### src/design/assert_macros.svh
// ----------------------------------------------------------------------------
// assert_macros.svh
// assertion helpers, empty when SYNTH is defined
// ----------------------------------------------------------------------------
`ifndef ASSERT_MACROS_SVH
`define ASSERT_MACROS_SVH

`ifndef SYNTH
// implication checked on every rising clock edge outside reset
`define MCK_ASSERT_IMPL(lbl, clk, rst_n, ante, cons) \
  lbl: assert property (@(posedge clk) disable iff (!rst_n) (ante) |-> (cons)) \
    else $error("assertion failed");
// implication whose consequent is checked in the cycle after the antecedent
`define MCK_ASSERT_NEXT(lbl, clk, rst_n, ante, cons) \
  lbl: assert property (@(posedge clk) disable iff (!rst_n) (ante) |=> (cons)) \
    else $error("assertion failed");
`else
`define MCK_ASSERT_IMPL(lbl, clk, rst_n, ante, cons)
`define MCK_ASSERT_NEXT(lbl, clk, rst_n, ante, cons)
`endif

`endif

### src/design/mck_pkg.sv
// ----------------------------------------------------------------------------
// mck_pkg
// types, constants and code tables shared by the morse keyer modules
// ----------------------------------------------------------------------------
`default_nettype none

package mck_pkg;

  localparam int unsigned CharW      = 8;
  localparam int unsigned MaxElem    = 6;
  localparam int unsigned ElemCntW   = 3;
  localparam int unsigned TailCntW   = 4;
  localparam int unsigned OutDataW   = 8;

  localparam logic [TailCntW-1:0] LetterTail    = 4'd2;
  localparam logic [TailCntW-1:0] SpaceUnits    = 4'd4;
  localparam logic [TailCntW-1:0] LongSpaceUnits = 4'd8;

  localparam logic [CharW-1:0] ChLongSpace = 8'h10;
  localparam logic [CharW-1:0] ChBang      = 8'h21;
  localparam logic [CharW-1:0] ChQuote     = 8'h27;
  localparam logic [CharW-1:0] ChComma     = 8'h2C;
  localparam logic [CharW-1:0] ChPeriod    = 8'h2E;
  localparam logic [CharW-1:0] ChSlash     = 8'h2F;
  localparam logic [CharW-1:0] ChQuestion  = 8'h3F;
  localparam logic [CharW-1:0] ChDigit0    = 8'h30;
  localparam logic [CharW-1:0] ChDigit9    = 8'h39;
  localparam logic [CharW-1:0] ChUpperA    = 8'h41;
  localparam logic [CharW-1:0] ChUpperZ    = 8'h5A;
  localparam logic [CharW-1:0] ChLowerA    = 8'h61;
  localparam logic [CharW-1:0] ChLowerZ    = 8'h7A;

  // one character as elements (first element in bit 0, 1 = dash) plus tail gap
  typedef struct packed {
    logic [ElemCntW-1:0] n_elem;
    logic [MaxElem-1:0]  dash;
    logic [TailCntW-1:0] tail;
  } code_t;

  // element count and dash mask packed as {count, mask}
  typedef logic [ElemCntW+MaxElem-1:0] elem_t;

  function automatic elem_t letter_code(input logic [4:0] idx);
    elem_t r;
    case (idx)
      5'd0:  r = {3'd2, 6'b000010};
      5'd1:  r = {3'd4, 6'b000001};
      5'd2:  r = {3'd4, 6'b000101};
      5'd3:  r = {3'd3, 6'b000001};
      5'd4:  r = {3'd1, 6'b000000};
      5'd5:  r = {3'd4, 6'b000100};
      5'd6:  r = {3'd3, 6'b000011};
      5'd7:  r = {3'd4, 6'b000000};
      5'd8:  r = {3'd2, 6'b000000};
      5'd9:  r = {3'd4, 6'b001110};
      5'd10: r = {3'd3, 6'b000101};
      5'd11: r = {3'd4, 6'b000010};
      5'd12: r = {3'd2, 6'b000011};
      5'd13: r = {3'd2, 6'b000001};
      5'd14: r = {3'd3, 6'b000111};
      5'd15: r = {3'd4, 6'b000110};
      5'd16: r = {3'd4, 6'b001011};
      5'd17: r = {3'd3, 6'b000010};
      5'd18: r = {3'd3, 6'b000000};
      5'd19: r = {3'd1, 6'b000001};
      5'd20: r = {3'd3, 6'b000100};
      5'd21: r = {3'd4, 6'b001000};
      5'd22: r = {3'd3, 6'b000110};
      5'd23: r = {3'd4, 6'b001001};
      5'd24: r = {3'd4, 6'b001101};
      5'd25: r = {3'd4, 6'b000011};
      default: r = '0;
    endcase
    return r;
  endfunction

  function automatic elem_t digit_code(input logic [3:0] idx);
    elem_t r;
    case (idx)
      4'd0: r = {3'd5, 6'b011111};
      4'd1: r = {3'd5, 6'b011110};
      4'd2: r = {3'd5, 6'b011100};
      4'd3: r = {3'd5, 6'b011000};
      4'd4: r = {3'd5, 6'b010000};
      4'd5: r = {3'd5, 6'b000000};
      4'd6: r = {3'd5, 6'b000001};
      4'd7: r = {3'd5, 6'b000011};
      4'd8: r = {3'd5, 6'b000111};
      4'd9: r = {3'd5, 6'b001111};
      default: r = '0;
    endcase
    return r;
  endfunction

endpackage

`default_nettype wire

### src/design/mck_lookup.sv
// ----------------------------------------------------------------------------
// mck_lookup
// classifies a character byte and fetches its element list and tail gap
// ----------------------------------------------------------------------------
`default_nettype none

module mck_lookup (
  input  logic [mck_pkg::CharW-1:0] char_i,
  output mck_pkg::code_t            code_o
);

  logic [4:0]     up_off;
  logic [4:0]     lo_off;
  logic [3:0]     dg_off;
  mck_pkg::elem_t elem;

  assign up_off = 5'(char_i - mck_pkg::ChUpperA);
  assign lo_off = 5'(char_i - mck_pkg::ChLowerA);
  assign dg_off = 4'(char_i - mck_pkg::ChDigit0);

  // letters and digits from tables, punctuation by byte, the rest are gaps
  always_comb begin
    elem        = '0;
    code_o.tail = mck_pkg::LetterTail;
    if (char_i >= mck_pkg::ChUpperA && char_i <= mck_pkg::ChUpperZ) begin
      elem = mck_pkg::letter_code(up_off);
    end else if (char_i >= mck_pkg::ChLowerA && char_i <= mck_pkg::ChLowerZ) begin
      elem = mck_pkg::letter_code(lo_off);
    end else if (char_i >= mck_pkg::ChDigit0 && char_i <= mck_pkg::ChDigit9) begin
      elem = mck_pkg::digit_code(dg_off);
    end else begin
      case (char_i)
        mck_pkg::ChPeriod:   elem = {3'd6, 6'b101010};
        mck_pkg::ChComma:    elem = {3'd6, 6'b110011};
        mck_pkg::ChQuestion: elem = {3'd6, 6'b001100};
        mck_pkg::ChSlash:    elem = {3'd5, 6'b001001};
        mck_pkg::ChQuote:    elem = {3'd6, 6'b011110};
        mck_pkg::ChBang:     elem = {3'd6, 6'b110101};
        mck_pkg::ChLongSpace: begin
          elem        = '0;
          code_o.tail = mck_pkg::LongSpaceUnits;
        end
        default: begin
          elem        = '0;
          code_o.tail = mck_pkg::SpaceUnits;
        end
      endcase
    end
    code_o.n_elem = elem[mck_pkg::ElemCntW+mck_pkg::MaxElem-1:mck_pkg::MaxElem];
    code_o.dash   = elem[mck_pkg::MaxElem-1:0];
  end

endmodule

`default_nettype wire

### src/design/mck_serializer.sv
// ----------------------------------------------------------------------------
// mck_serializer
// shifts the element list out one element at a time, one key unit per cycle unless the output stalls
// ----------------------------------------------------------------------------
`default_nettype none

module mck_serializer (
  input  logic           clk_i,
  input  logic           rst_ni,
  input  logic           load_i,
  input  mck_pkg::code_t code_i,
  output logic           busy_o,
  output logic           unit_valid_o,
  input  logic           unit_ready_i,
  output logic           key_o,
  output logic           last_o
);

  typedef enum logic [1:0] {
    ST_IDLE,
    ST_ELEM,
    ST_TAIL
  } state_e;

  state_e                        state_q;
  logic [mck_pkg::ElemCntW-1:0]  elem_q;
  logic [mck_pkg::MaxElem-1:0]   dash_q;
  logic [mck_pkg::TailCntW-1:0]  tail_q;
  logic [1:0]                    sub_q;
  logic                          valid_q;
  logic                          key_q;
  logic                          last_q;
  logic                          adv;
  logic [1:0]                    sub_end;

  // output slot frees when empty or taken this cycle
  assign adv     = !valid_q || unit_ready_i;
  // dot is one unit on, dash three on, each followed by one unit off
  assign sub_end = dash_q[0] ? 2'd3 : 2'd1;

  // sequencer with registered output unit
  always_ff @(posedge clk_i or negedge rst_ni) begin
    if (!rst_ni) begin
      state_q <= ST_IDLE;
      elem_q  <= '0;
      dash_q  <= '0;
      tail_q  <= '0;
      sub_q   <= '0;
      valid_q <= 1'b0;
      key_q   <= 1'b0;
      last_q  <= 1'b0;
    end else begin
      case (state_q)
        ST_IDLE: begin
          if (adv) begin
            valid_q <= 1'b0;
          end
          if (load_i) begin
            elem_q  <= code_i.n_elem;
            dash_q  <= code_i.dash;
            tail_q  <= code_i.tail;
            sub_q   <= '0;
            state_q <= (code_i.n_elem == '0) ? ST_TAIL : ST_ELEM;
          end
        end
        ST_ELEM: begin
          if (adv) begin
            valid_q <= 1'b1;
            key_q   <= (sub_q != sub_end);
            last_q  <= 1'b0;
            if (sub_q == sub_end) begin
              sub_q  <= '0;
              dash_q <= dash_q >> 1;
              elem_q <= elem_q - 1'b1;
              if (elem_q == mck_pkg::ElemCntW'(1)) begin
                state_q <= ST_TAIL;
              end
            end else begin
              sub_q <= sub_q + 1'b1;
            end
          end
        end
        ST_TAIL: begin
          if (adv) begin
            valid_q <= 1'b1;
            key_q   <= 1'b0;
            last_q  <= (tail_q == mck_pkg::TailCntW'(1));
            tail_q  <= tail_q - 1'b1;
            if (tail_q == mck_pkg::TailCntW'(1)) begin
              state_q <= ST_IDLE;
            end
          end
        end
        default: begin
          state_q <= ST_IDLE;
        end
      endcase
    end
  end

  assign busy_o       = (state_q != ST_IDLE);
  assign unit_valid_o = valid_q;
  assign key_o        = key_q;
  assign last_o       = last_q;

endmodule

`default_nettype wire

### src/design/morse_code_keyer_core.sv
// ----------------------------------------------------------------------------
// morse_code_keyer_core
// turns character bytes into a stream of morse key levels, one per dot unit
// ----------------------------------------------------------------------------
// A character byte is taken when the keyer is idle; it is looked up in the
// morse table (letters of either case, digits, . , ? / ' !; 0x10 is an
// eight-unit gap and any other byte a four-unit gap) and sent out one key
// unit per cycle while the receiver keeps taking them, the final unit of
// the character flagged by m_tlast_o. A character has 4 to 22 units; the
// element sequencer emits at most one unit per clock, and the next byte is
// taken as soon as the sequencer has produced the last unit, even while
// that unit still waits in the output register.
`default_nettype none
`include "assert_macros.svh"

module morse_code_keyer_core (
  input  logic                         clk_i,
  input  logic                         rst_ni,
  input  logic                         s_tvalid_i,
  output logic                         s_tready_o,
  input  logic [mck_pkg::CharW-1:0]    s_tdata_i,   // [7:0] ascii_char
  output logic                         m_tvalid_o,
  input  logic                         m_tready_i,
  output logic [mck_pkg::OutDataW-1:0] m_tdata_o,   // [0] key_on, [7:1] zero
  output logic                         m_tlast_o    // last_unit
);

  mck_pkg::code_t code;
  logic           busy;
  logic           load;
  logic           key;

  // input taken only when the sequencer is idle
  assign s_tready_o = !busy;
  assign load       = s_tvalid_i && s_tready_o;

  mck_lookup u_lookup (
    .char_i (s_tdata_i),
    .code_o (code)
  );

  mck_serializer u_serializer (
    .clk_i        (clk_i),
    .rst_ni       (rst_ni),
    .load_i       (load),
    .code_i       (code),
    .busy_o       (busy),
    .unit_valid_o (m_tvalid_o),
    .unit_ready_i (m_tready_i),
    .key_o        (key),
    .last_o       (m_tlast_o)
  );

  assign m_tdata_o = {{(mck_pkg::OutDataW-1){1'b0}}, key};

  // an accepted item starts the sequencer
  `MCK_ASSERT_NEXT(a_load_busy, clk_i, rst_ni, load, busy)
  // every item has a tail gap, so a flagged last unit always comes
  `MCK_ASSERT_IMPL(a_tail_nonzero, clk_i, rst_ni, load, code.tail != '0)
  // the sequencer goes idle only after emitting the flagged last unit
  `MCK_ASSERT_IMPL(a_idle_after_last, clk_i, rst_ni, $fell(busy), m_tvalid_o && m_tlast_o)

endmodule

`default_nettype wire

### config.mk
export PLATFORM = sky130hd
export DESIGN_NAME = morse_code_keyer_core
export DESIGN_NICKNAME = d
export VERILOG_FILES = /design/src/design/mck_pkg.sv /design/src/design/mck_lookup.sv /design/src/design/mck_serializer.sv /design/src/design/morse_code_keyer_core.sv
export VERILOG_INCLUDE_DIRS = /design/src /design/src/design
export SDC_FILE = /design/constraint.sdc
export NUM_CORES = 1
export LEC_CHECK = 0
export ABC_AREA = 0
export BUFFER_PORTS_ARGS = -buffer_cell sky130_fd_sc_hd__buf_2
export CORE_MARGIN = 4
export CORE_UTILIZATION = 64
export DETAILED_ROUTE_END_ITERATION = 16
export PLACE_DENSITY = 0.85
export SLEW_MARGIN = 40
export SYNTH_ARGS = -nofsm -noshare
export SYNTH_HDL_FRONTEND = slang
export SYNTH_SLANG_ARGS = --single-unit
### constraint.sdc
create_clock -name clk_i -period 4.3 [get_ports clk_i]
set_input_delay 0.215 -clock clk_i [delete_from_list [all_inputs] [get_ports clk_i]]
set_output_delay 0.215 -clock clk_i [all_outputs]
set_load 0.02 [all_outputs]
# [After elaboration in Yosys (flattened, before gate mapping)]
# Memories as Yosys holds them, arrays and structs flattened.
# Cells that the tools add are included.
# W data, S select, Z words.
[classes] magnitude_cmp=6 n_reduce_logical=22 mux=39 addsub=6 n_eq_ne=21
[ops] op="$pmux W9 S6" count=1
[ops] op="$eq A8 B6 Y1 const B" count=6
[ops] op="$mux W9" count=3
[ops] op="$mux W2" count=11
[ops] op="$mux W4" count=5
[ops] op="$mux W6" count=3
[ops] op="$ge A8 B7 Y1 const B" count=2
[ops] op="$le A8 B7 Y1 const B" count=2
[ops] op="$pmux W4 S2" count=2
[ops] op="$ne A2 B1 Y1 const B" count=7
[ops] op="$pmux W6 S2" count=1
[ops] op="$reduce_and A3 Y1" count=4
[ops] op="$reduce_bool A2 Y1" count=5
[ops] op="$sub A5 B1 Y5 const B" count=2
[ops] op="$mux W3" count=3
[ops] op="$eq A8 B5 Y1 const B" count=1
[ops] op="$ge A8 B6 Y1 const B" count=1
[ops] op="$le A8 B6 Y1 const B" count=1
[ops] op="$sub A4 B1 Y4 const B" count=2
[ops] op="$pmux W1 S2" count=3
[ops] op="$pmux W2 S3" count=1
[ops] op="$pmux W3 S2" count=1
[ops] op="$reduce_and A6 Y1" count=1
[ops] op="$reduce_or A6 Y1" count=1
[ops] op="18 further kinds" count=25
[totals] wordCells=105 memories=3 romBits=560 register_bits=20
[memory_table] memory="(name not given)" words=32 word_bits=7 read_ports=1 rd_clocked_by_memory_dff=0 wr=0 line_no="mck_pkg.sv:45" source="case (idx)"
[memory_table] memory="(name not given)" words=32 word_bits=7 read_ports=1 rd_clocked_by_memory_dff=0 wr=0 line_no="mck_pkg.sv:45"
[memory_table] memory="(name not given)" words=16 word_bits=7 read_ports=1 rd_clocked_by_memory_dff=0 wr=0 line_no="mck_pkg.sv:79" source="case (idx)"

# [Logic depth before layout (Yosys ltp)]
# Gate-level depths: netlist of run 1.
[depth] word_depth=9 mapped_depth=11

# [Hierarchy]
# From an unflattened synthesis of run 1, not the netlist that was laid out.
[hier_totals] cells_unflattened=343 hier_area_um2=2602.5
[by_module_without_submodules] module="mck_serializer" area_per_inst_um2=1313.8 n_inst=1 seq_area_each_um2=500.5 cells_per_inst=140
[by_module_without_submodules] module="mck_lookup" area_per_inst_um2=1214.9 n_inst=1 seq_area_each_um2=0.0 cells_per_inst=192
[by_module_without_submodules] module="morse_code_keyer_core" area_per_inst_um2=73.8 n_inst=1 seq_area_each_um2=0.0 cells_per_inst=11

# [Worst setup path before layout of run 1]
# OpenSTA, ideal clock, no wires.
[synth_path] path_type="input to register" startpoint="input port s_tdata_i[0] (netlist name)" endpoint="register u_serializer.tail_q[1] (netlist name)" slack_ps=1961 arrival_ps=2219 n_path_buf=2 path_stages=9 cell_sequence="buf_2 -> clkinv_1 -> ha_1 -> buf_6 -> nor2_1 -> o32a_1 -> nand3_2 -> or4_4 -> a31o_1"
[synth_between] elab_chain_len=8
[synth_rtl] element="start, declared" line_no="morse_code_keyer_core.sv:21" source="input logic [mck_pkg::CharW-1:0] s_tdata_i,"
[synth_rtl] element="$eq A8 B6 Y1" line_no="mck_lookup.sv:32" source="case (char_i)"
[synth_rtl] element="$reduce_or A6 Y1 (no line)"
[synth_rtl] element="$pmux W4 S2" line_no="mck_lookup.sv:32"
[synth_rtl] element="$mux W4" line_no="mck_lookup.sv:29" source="end else if (char_i >= mck_pkg::ChDigit0 && char_i <= mck_pkg::ChDigit9) begin"
[synth_rtl] element="$mux W4" line_no="mck_lookup.sv:27" source="end else if (char_i >= mck_pkg::ChLowerA && char_i <= mck_pkg::ChLowerZ) begin"
[synth_rtl] element="$mux W4 (*)" line_no="mck_lookup.sv:25" source="if (char_i >= mck_pkg::ChUpperA && char_i <= mck_pkg::ChUpperZ) begin"
[synth_rtl] element="$mux W4 (*)" line_no="mck_serializer.sv:58" source="if (load_i) begin"
[synth_rtl] element="$pmux W4 S2 (*)" line_no="mck_serializer.sv:53" source="case (state_q)"
[synth_rtl] element="end signal, assigned" line_no="mck_serializer.sv:61" source="tail_q <= code_i.tail;"
[synth_rtl] element="end signal, assigned" line_no="mck_serializer.sv:88" source="tail_q <= tail_q - 1'b1;"
[synth_rtl] element="end, declared" line_no="mck_serializer.sv:28" source="logic [mck_pkg::TailCntW-1:0] tail_q;"
# Every way passes the cells marked *; elsewhere a longest branch is shown, timed or not. The select of a mux whose other input is x is not followed.
# A chain may end at the register's enable or synchronous reset.

# [Final worst setup path of run 1]
[layout_path] startpoint="input port s_tdata_i[0] (netlist name)" endpoint="register u_serializer.dash_q[3] (netlist name)"
[layout_between] elab_chain_len=7
[layout_rtl] element="$sub A4 B1 Y4, or another cell as far along" line_no="mck_lookup.sv:19" source="assign dg_off = 4'(char_i - mck_pkg::ChDigit0);"
[layout_rtl] element="$mem_v2 Z16 W7, or another cell as far along"
[layout_rtl] element="$mux W9" line_no="mck_lookup.sv:29"
[layout_rtl] element="$mux W9" line_no="mck_lookup.sv:27"
[layout_rtl] element="$mux W9 (*)" line_no="mck_lookup.sv:25"
[layout_rtl] element="$mux W6 (*)" line_no="mck_serializer.sv:58"
[layout_rtl] element="$pmux W6 S2 (*)" line_no="mck_serializer.sv:53"
[layout_rtl] element="end signal, assigned" line_no="mck_serializer.sv:60" source="dash_q <= code_i.dash;"
[layout_rtl] element="end signal, assigned" line_no="mck_serializer.sv:73" source="dash_q <= dash_q >> 1;"
[layout_rtl] element="end, declared" line_no="mck_serializer.sv:27" source="logic [mck_pkg::MaxElem-1:0] dash_q;"
# Marked as above.

==> results of run 1 <==
==> synth_stat cells (all sizes together), types with 3 or more instances <==
library cell  number  area [sq um]
a21oi             24           120
nor2              32           120
clkbuf             9          33.8
nand2             28           105
o21ai             24           124
o221ai             3          26.3
inv               18          67.6
a221oi             4          35.0
a221o              3          30.0
o22ai              5          31.3
ha                16           200
a31oi              4          25.0
buf               25           175
dfrtp             20           500
nand2b             5          38.8
nand3             12          65.1
a22o               4          35.0
a21o               5          37.5
xnor2              4          35.0
nor4               3          33.8
o211ai             4          30.0
mux2i              6          60.1
mux2               3          33.8
nor3              10          50.1
o31ai              9          77.6
==> report_power, final <==
group	internal [mW]	switching, mW	total, mW
combinational	0.259	0.409	0.667
clock	0.0815	0.0615	0.143
sequential	0.262	0.0599	0.322
==> sequential cells by signal, summed over array words and instances, names as in the netlist <==
register and cells:
u_serializer.dash_q 6, u_serializer.elem_q 3, u_serializer.key_o 1, u_serializer.last_o 1
u_serializer.state_q 2, u_serializer.sub_q 2, u_serializer.tail_q 4, u_serializer.unit_valid_o 1
==> per-stage QoR <==
stage / instance area [sq um] / cells
floorplan: 2530 / 332
finish: 2540 / 368
global route: 2540 / 368
global placement: 2470 / 363
CTS: 2540 / 368
detailed placement: 2470 / 363
==> worst reg2reg max path, cell delays in order (launching register included) <==
cell      delay, ns
dfrtp_1        0.43
inv_1          0.10
ha_1           0.28
nor2b_1        0.37
o21bai_1       0.25
a21oi_1        0.21
and3_1         0.29
a221oi_1       0.24
o31ai_1        0.12
==> cell type report <==
class	instances	area, sq um
inverters	19	71.3
well taps	48	60.1
flip-flops and latches	20	500
fillers	318	1180
repair buffers	18	100
multi-input cells	259	1750
clock buffers	4	55.1
==> metal layers <==
metal / vias up / GRT usage, % / share of wire [%]
met5: - / 0 / 0
met4: 0 / 5.01 / 0.99
met3: 10 / 4.26 / 7.5
met2: 110 / 38.0 / 46
met1: 1159 / 38.7 / 45
li1: 1179 / - / -
==> path summary, 6_finish.rpt <==
check / slack, ns / cells past startpoint / end
max reg2reg: 1.88 / 8 / u_serializer.dash_q[2]
max in group asynchronous: 3.56 / 2 / u_serializer.unit_valid_o
max: 1.47 / 11 / u_serializer.dash_q[3]
min in group asynchronous: 0.43 / 2 / u_serializer.last_o
min: 0.32 / 4 / u_serializer.unit_valid_o
min reg2reg: 0.49 / 2 / u_serializer.dash_q[5]
==> cell families after synthesis <==
logic type | count (synthesis)
fa+ha+maj | 16
simple gates | 111
other cells | 1
mux | 9
flops | 20
compound gates | 111
buf+inv | 53
xor+xnor | 5
==> cells in the final DEF (no fill, tap or decap), drive strengths merged, types with 4 or more instances in the layout <==
cell type	instances
o31ai	9
a22o	4
nand2b	5
nor2	32
dfrtp	20
buf	17
conb	7
xnor2	4
a31oi	4
nand2	28
a221oi	4
o21ai	24
nor3	10
mux2i	6
a21oi	24
o22ai	5
o211ai	4
inv	18
a21o	5
ha	16
nand3	12
clkbuf	4
==> timing repair <==
action	in CTS	in global routing
endpoints found under the hold margin	20	0
setup buffers	0	0
hold buffers	1	0
==> impl_metrics.ini, run 1 <==
[worst_setup_path]
crit_start = s_tdata_i[0]
cp_slowest_stage_delay_ns = 0.47
worstPathArrival_ns = 2.98
setup.worst_path.start_class = input port
crit_path_top_delay_cell = ha_2
end_kind = register
crit_required_ns = 4.44
cp_cell_sequence = buf_2 -> clkinv_1 -> ha_2 -> nor3b_4 -> xnor2_1 -> buf_4 -> nand2b_1 -> a21oi_1 -> a41oi_1 -> o221ai_1 -> a221o_1
path_delay_family = buffers and inverters
worst-setup-path-type = in2reg
path_max_fanout = 25
worst-path-buf-inv = 3
regToRegStartpoint = u_serializer.state_q[0]

[min_path]
hp-class = in2reg
min_from = m_tready_i

[place]
place_hpwl_mm = 4.54
io_buffers = 15
gp_congestion = 0.919
pre_cts_slack_ns = 0.978

[yosys]
yosys_warnings = 0
syn_area_sq_um = 2510
synthMuxAreaShare_pct = 3.74
synth_compound_area_share_pct = 31.1
synthXorXnorAreaFrac_pct = 2.04
synth_top_family_by_area = compound AO/OA/AOI/OAI gates
avgSynthCellArea_sq_um = 7.70
yosys.area_share.simple_pct = 23.8
synthAdderAreaFrac_pct = 7.98
ys_async_sr_fraction_pct = 100
synth_ff_type = dfrtp_1
synth-seq-cells = 20
synth_edf_count = 0
ys_seq_area_share_pct = 20.0
synth_cells = 326
netlist-cell-type-count = 69

[sta]
rsz0062_at_grt = false
slew_viol_final = 0
setup_viol = 0
maxSlewHeadroom_pct = 51.8
setup-tns-final_ns = 0
period_needed_ns = 2.83
min_period_over_period_pct = 65.9
max_freq_ghz = 0.353
setup_slack_ns = 1.47
hold_ws_ns = 0.319
fin_skew_ns = 0.00424
hold_viol = 0
worst_slew_pin_slew_ns = 0.723

[clocking]
clkTransAtPathRegs_ns = 0.07
cts_tree = built
cts_resized = 0
cts_buffers = 3
cts_max_path_buffers = 2
clock-root-buffer = clkbuf_8
htreeDepth = 1
clock-sinks = 20
clock_latency_ns = 0.26

[drt]
vias_per_cell = 6.68
drc_errors = 0
routed-via-count = 2458
routed_wirelength_mm = 6.18
drtIter0Drc = 318
wire_per_inst_um = 16.8
postRouteAntennaNets = 0
drt_pass1_iterations = 6

[finish]
final_util_pct = 68.4
nets = 349
syn2layout_area_growth_pct = 1.25
diodes = 0
drive_above_1_share_pct = 13.8

[status]
outcome = finished clean

[global_routing]
grt_max_degree = 37
track_usage_pct = 25.4
antenna_found_initial = 0
grt_pass1_wl_mm = 10.6
overflow = 0
grt_pass1_vias = 2180

[floorplan]
dieArea_sq_um = 4990
die_h_um = 70.6
io_pins = 23
fp-row-count = 22
start_util_pct = 67.5
core_area_sq_um = 3720
dieWidth_um = 70.6

[power]
fin_total_pwr_mw = 1.13
p_leak_nw = 1.07
irDropWorstVdd_v = 0.000341
power_density_nw_per_um2 = 446

[run]
maxCapViolCount = 0
No activity file was read; power rests on OpenSTA's default activity.
==> run 2, diff against run 1 <==
CORE_UTILIZATION = 55   (was 64)
PLACE_DENSITY = 0.78   (was 0.85)
clock period = 2.5 ns   (was 4.3 ns; I/O delays follow)
==> impl_metrics.ini, run 2 (synthesis gave the netlist of run 1 again) <==
[status]
outcome = finished clean

[finish]
seq_area_sq_um = 500
regMostFlops = u_serializer.dash_q
fin_area_sq_um = 2670
final_cells = 389
largest_reg_flops = 6
layout_commonest_cell = nor2_1
nets = 366
drive_above_1_share_pct = 17.8
fillers = 406
diodes = 0
syn2layout_area_growth_pct = 6.43
multi_input_area_sq_um = 1750
final_cell_mix = nor2_1 (32), nand2_1 (28), a21oi_1 (24), o21ai_0 (23), dfrtp_1 (20)
final_util_pct = 60.9
largest_registers = u_serializer.dash_q: 6 flops, u_serializer.tail_q: 4 flops, u_serializer.elem_q: 3 flops

[clocking]
clock-root-buffer = clkbuf_8
cts_tree = built
cts_max_path_buffers = 2
clock-sinks = 20
clock_latency_ns = 0.27
cts_buffers = 3
clkTransAtPathRegs_ns = 0.08
cts_resized = 0
cts_setup_buffers = 0
hold_buffers = 1
htreeDepth = 1

[min_path]
hold_end = u_serializer.unit_valid_o
hp-class = in2reg
worst_hold_path.num_cells = 4
min_from = m_tready_i

[worst_setup_path]
crit_required_ns = 2.63
path_delay_family = compound AO/OA/AOI/OAI gates
worst-path-buf-inv = 1
reg2regPathDepth = 8
crit_path_top_delay_cell = dfrtp_1
worstPathArrival_ns = 2.43
setup.worst_path.start_class = register
path_max_fanout = 8
end_kind = register
worst-setup-path-type = reg2reg
r2r-end = u_serializer.dash_q[2]
cp_slowest_stage_delay_ns = 0.43
regToRegStartpoint = u_serializer.state_q[0]
rrSetupSlack_ns = 0.20
cp_cell_sequence = inv_1 -> ha_1 -> nor2b_1 -> o21bai_1 -> a21oi_1 -> and3_1 -> a221oi_1 -> o31ai_1

[power]
power_density_nw_per_um2 = 756
fin_total_pwr_mw = 2.02
p_leak_nw = 1.16
irDropWorstVdd_v = 0.000422

[place]
gp_congestion = 0.993
post_dp_cell_area_sq_um = 2610
pre_cts_slack_ns = 0.248
placed_cells = 384
place_hpwl_mm = 4.82
io_buffers = 15

[sta]
worst_slew_pin_slew_ns = 0.720
period_needed_ns = 2.30
setup_slack_ns = 0.200
fin_skew_ns = 0.00821
slew_viol_final = 0
min_period_over_period_pct = 92.0
max_freq_ghz = 0.435
setup-tns-final_ns = 0
rsz0062_at_grt = false
hold_viol = 0
hold_ws_ns = 0.208
setup_viol = 0
maxSlewHeadroom_pct = 51.6

[global_routing]
antenna_found_initial = 0
grt_pass1_wl_mm = 10.6
grt_pass1_vias = 2189
overflow = 0
track_usage_pct = 23.3
grt_max_degree = 22

[floorplan]
start_util_pct = 57.2
die_h_um = 75.5
core_area_sq_um = 4380
dieArea_sq_um = 5710
dieWidth_um = 75.5
io_pins = 23
fp-row-count = 24

[drt]
vias_per_cell = 6.49
wire_per_inst_um = 16.6
routed_wirelength_mm = 6.47
postRouteAntennaNets = 0
drtIter0Drc = 253
routed-via-count = 2526
drc_errors = 0
drt_pass1_iterations = 7

[run]
maxCapViolCount = 0
-- run 2: cell count changes in the layout (fill, tap and decap cells not counted) --
cell	delta
ha_1	+1
ha_2	-1
buf_4	+17
-- run 2: final cells by class --
| cell class | count | area share (%) |
|---|---|---|
| Multi-Input combinational cell | 259 | 65.6 |
| Timing Repair Buffer | 35 | 8.53 |
| Tap cell | 52 | 2.44 |
| Inverter | 19 | 2.67 |
| Clock buffer | 4 | 2.06 |
| Sequential cell | 20 | 18.7 |
-- run 2: worst max path at each step --
stage	cells past startpoint	from	endpoint	slack [ns]
final	8	u_serializer.state_q[0]	u_serializer.dash_q[2]	0.20
after detailed placement	10	s_tdata_i[0]	u_serializer.tail_q[1]	0.25
after floorplan	9	s_tdata_i[0]	u_serializer.tail_q[1]	0.25
after global placement	10	s_tdata_i[0]	u_serializer.tail_q[1]	0.29
after global routing	8	u_serializer.state_q[0]	u_serializer.dash_q[2]	0.05
after CTS	8	u_serializer.state_q[0]	u_serializer.dash_q[2]	0.27
-- run 2: worst register-to-register path: stages, from the launching register on --
cell and delay (ns):
dfrtp_1 0.43, inv_1 0.11, ha_1 0.17, nor2b_1 0.35
o21bai_1 0.25, a21oi_1 0.21, and3_1 0.26, a221oi_1 0.25
o31ai_1 0.12
-- run 2: per-layer routing --
layer  up-vias  routed length (um)  global-route usage, %
met1      1189                2970                   34.5
met3         6                 478                   4.09
li1       1208                   -                      -
met2       123                2990                   36.2
met5         -                   0                      0
met4         0                  36                   3.69
-- run 2: report_power, final --
part	switching, mW	leakage (nW)	internal, mW	total, mW
Combinational	0.718	0.872	0.497	1.21
Sequential	0.102	0.256	0.450	0.552
Clock	0.111	0.0288	0.140	0.251
Total	0.931	1.16	1.09	2.02
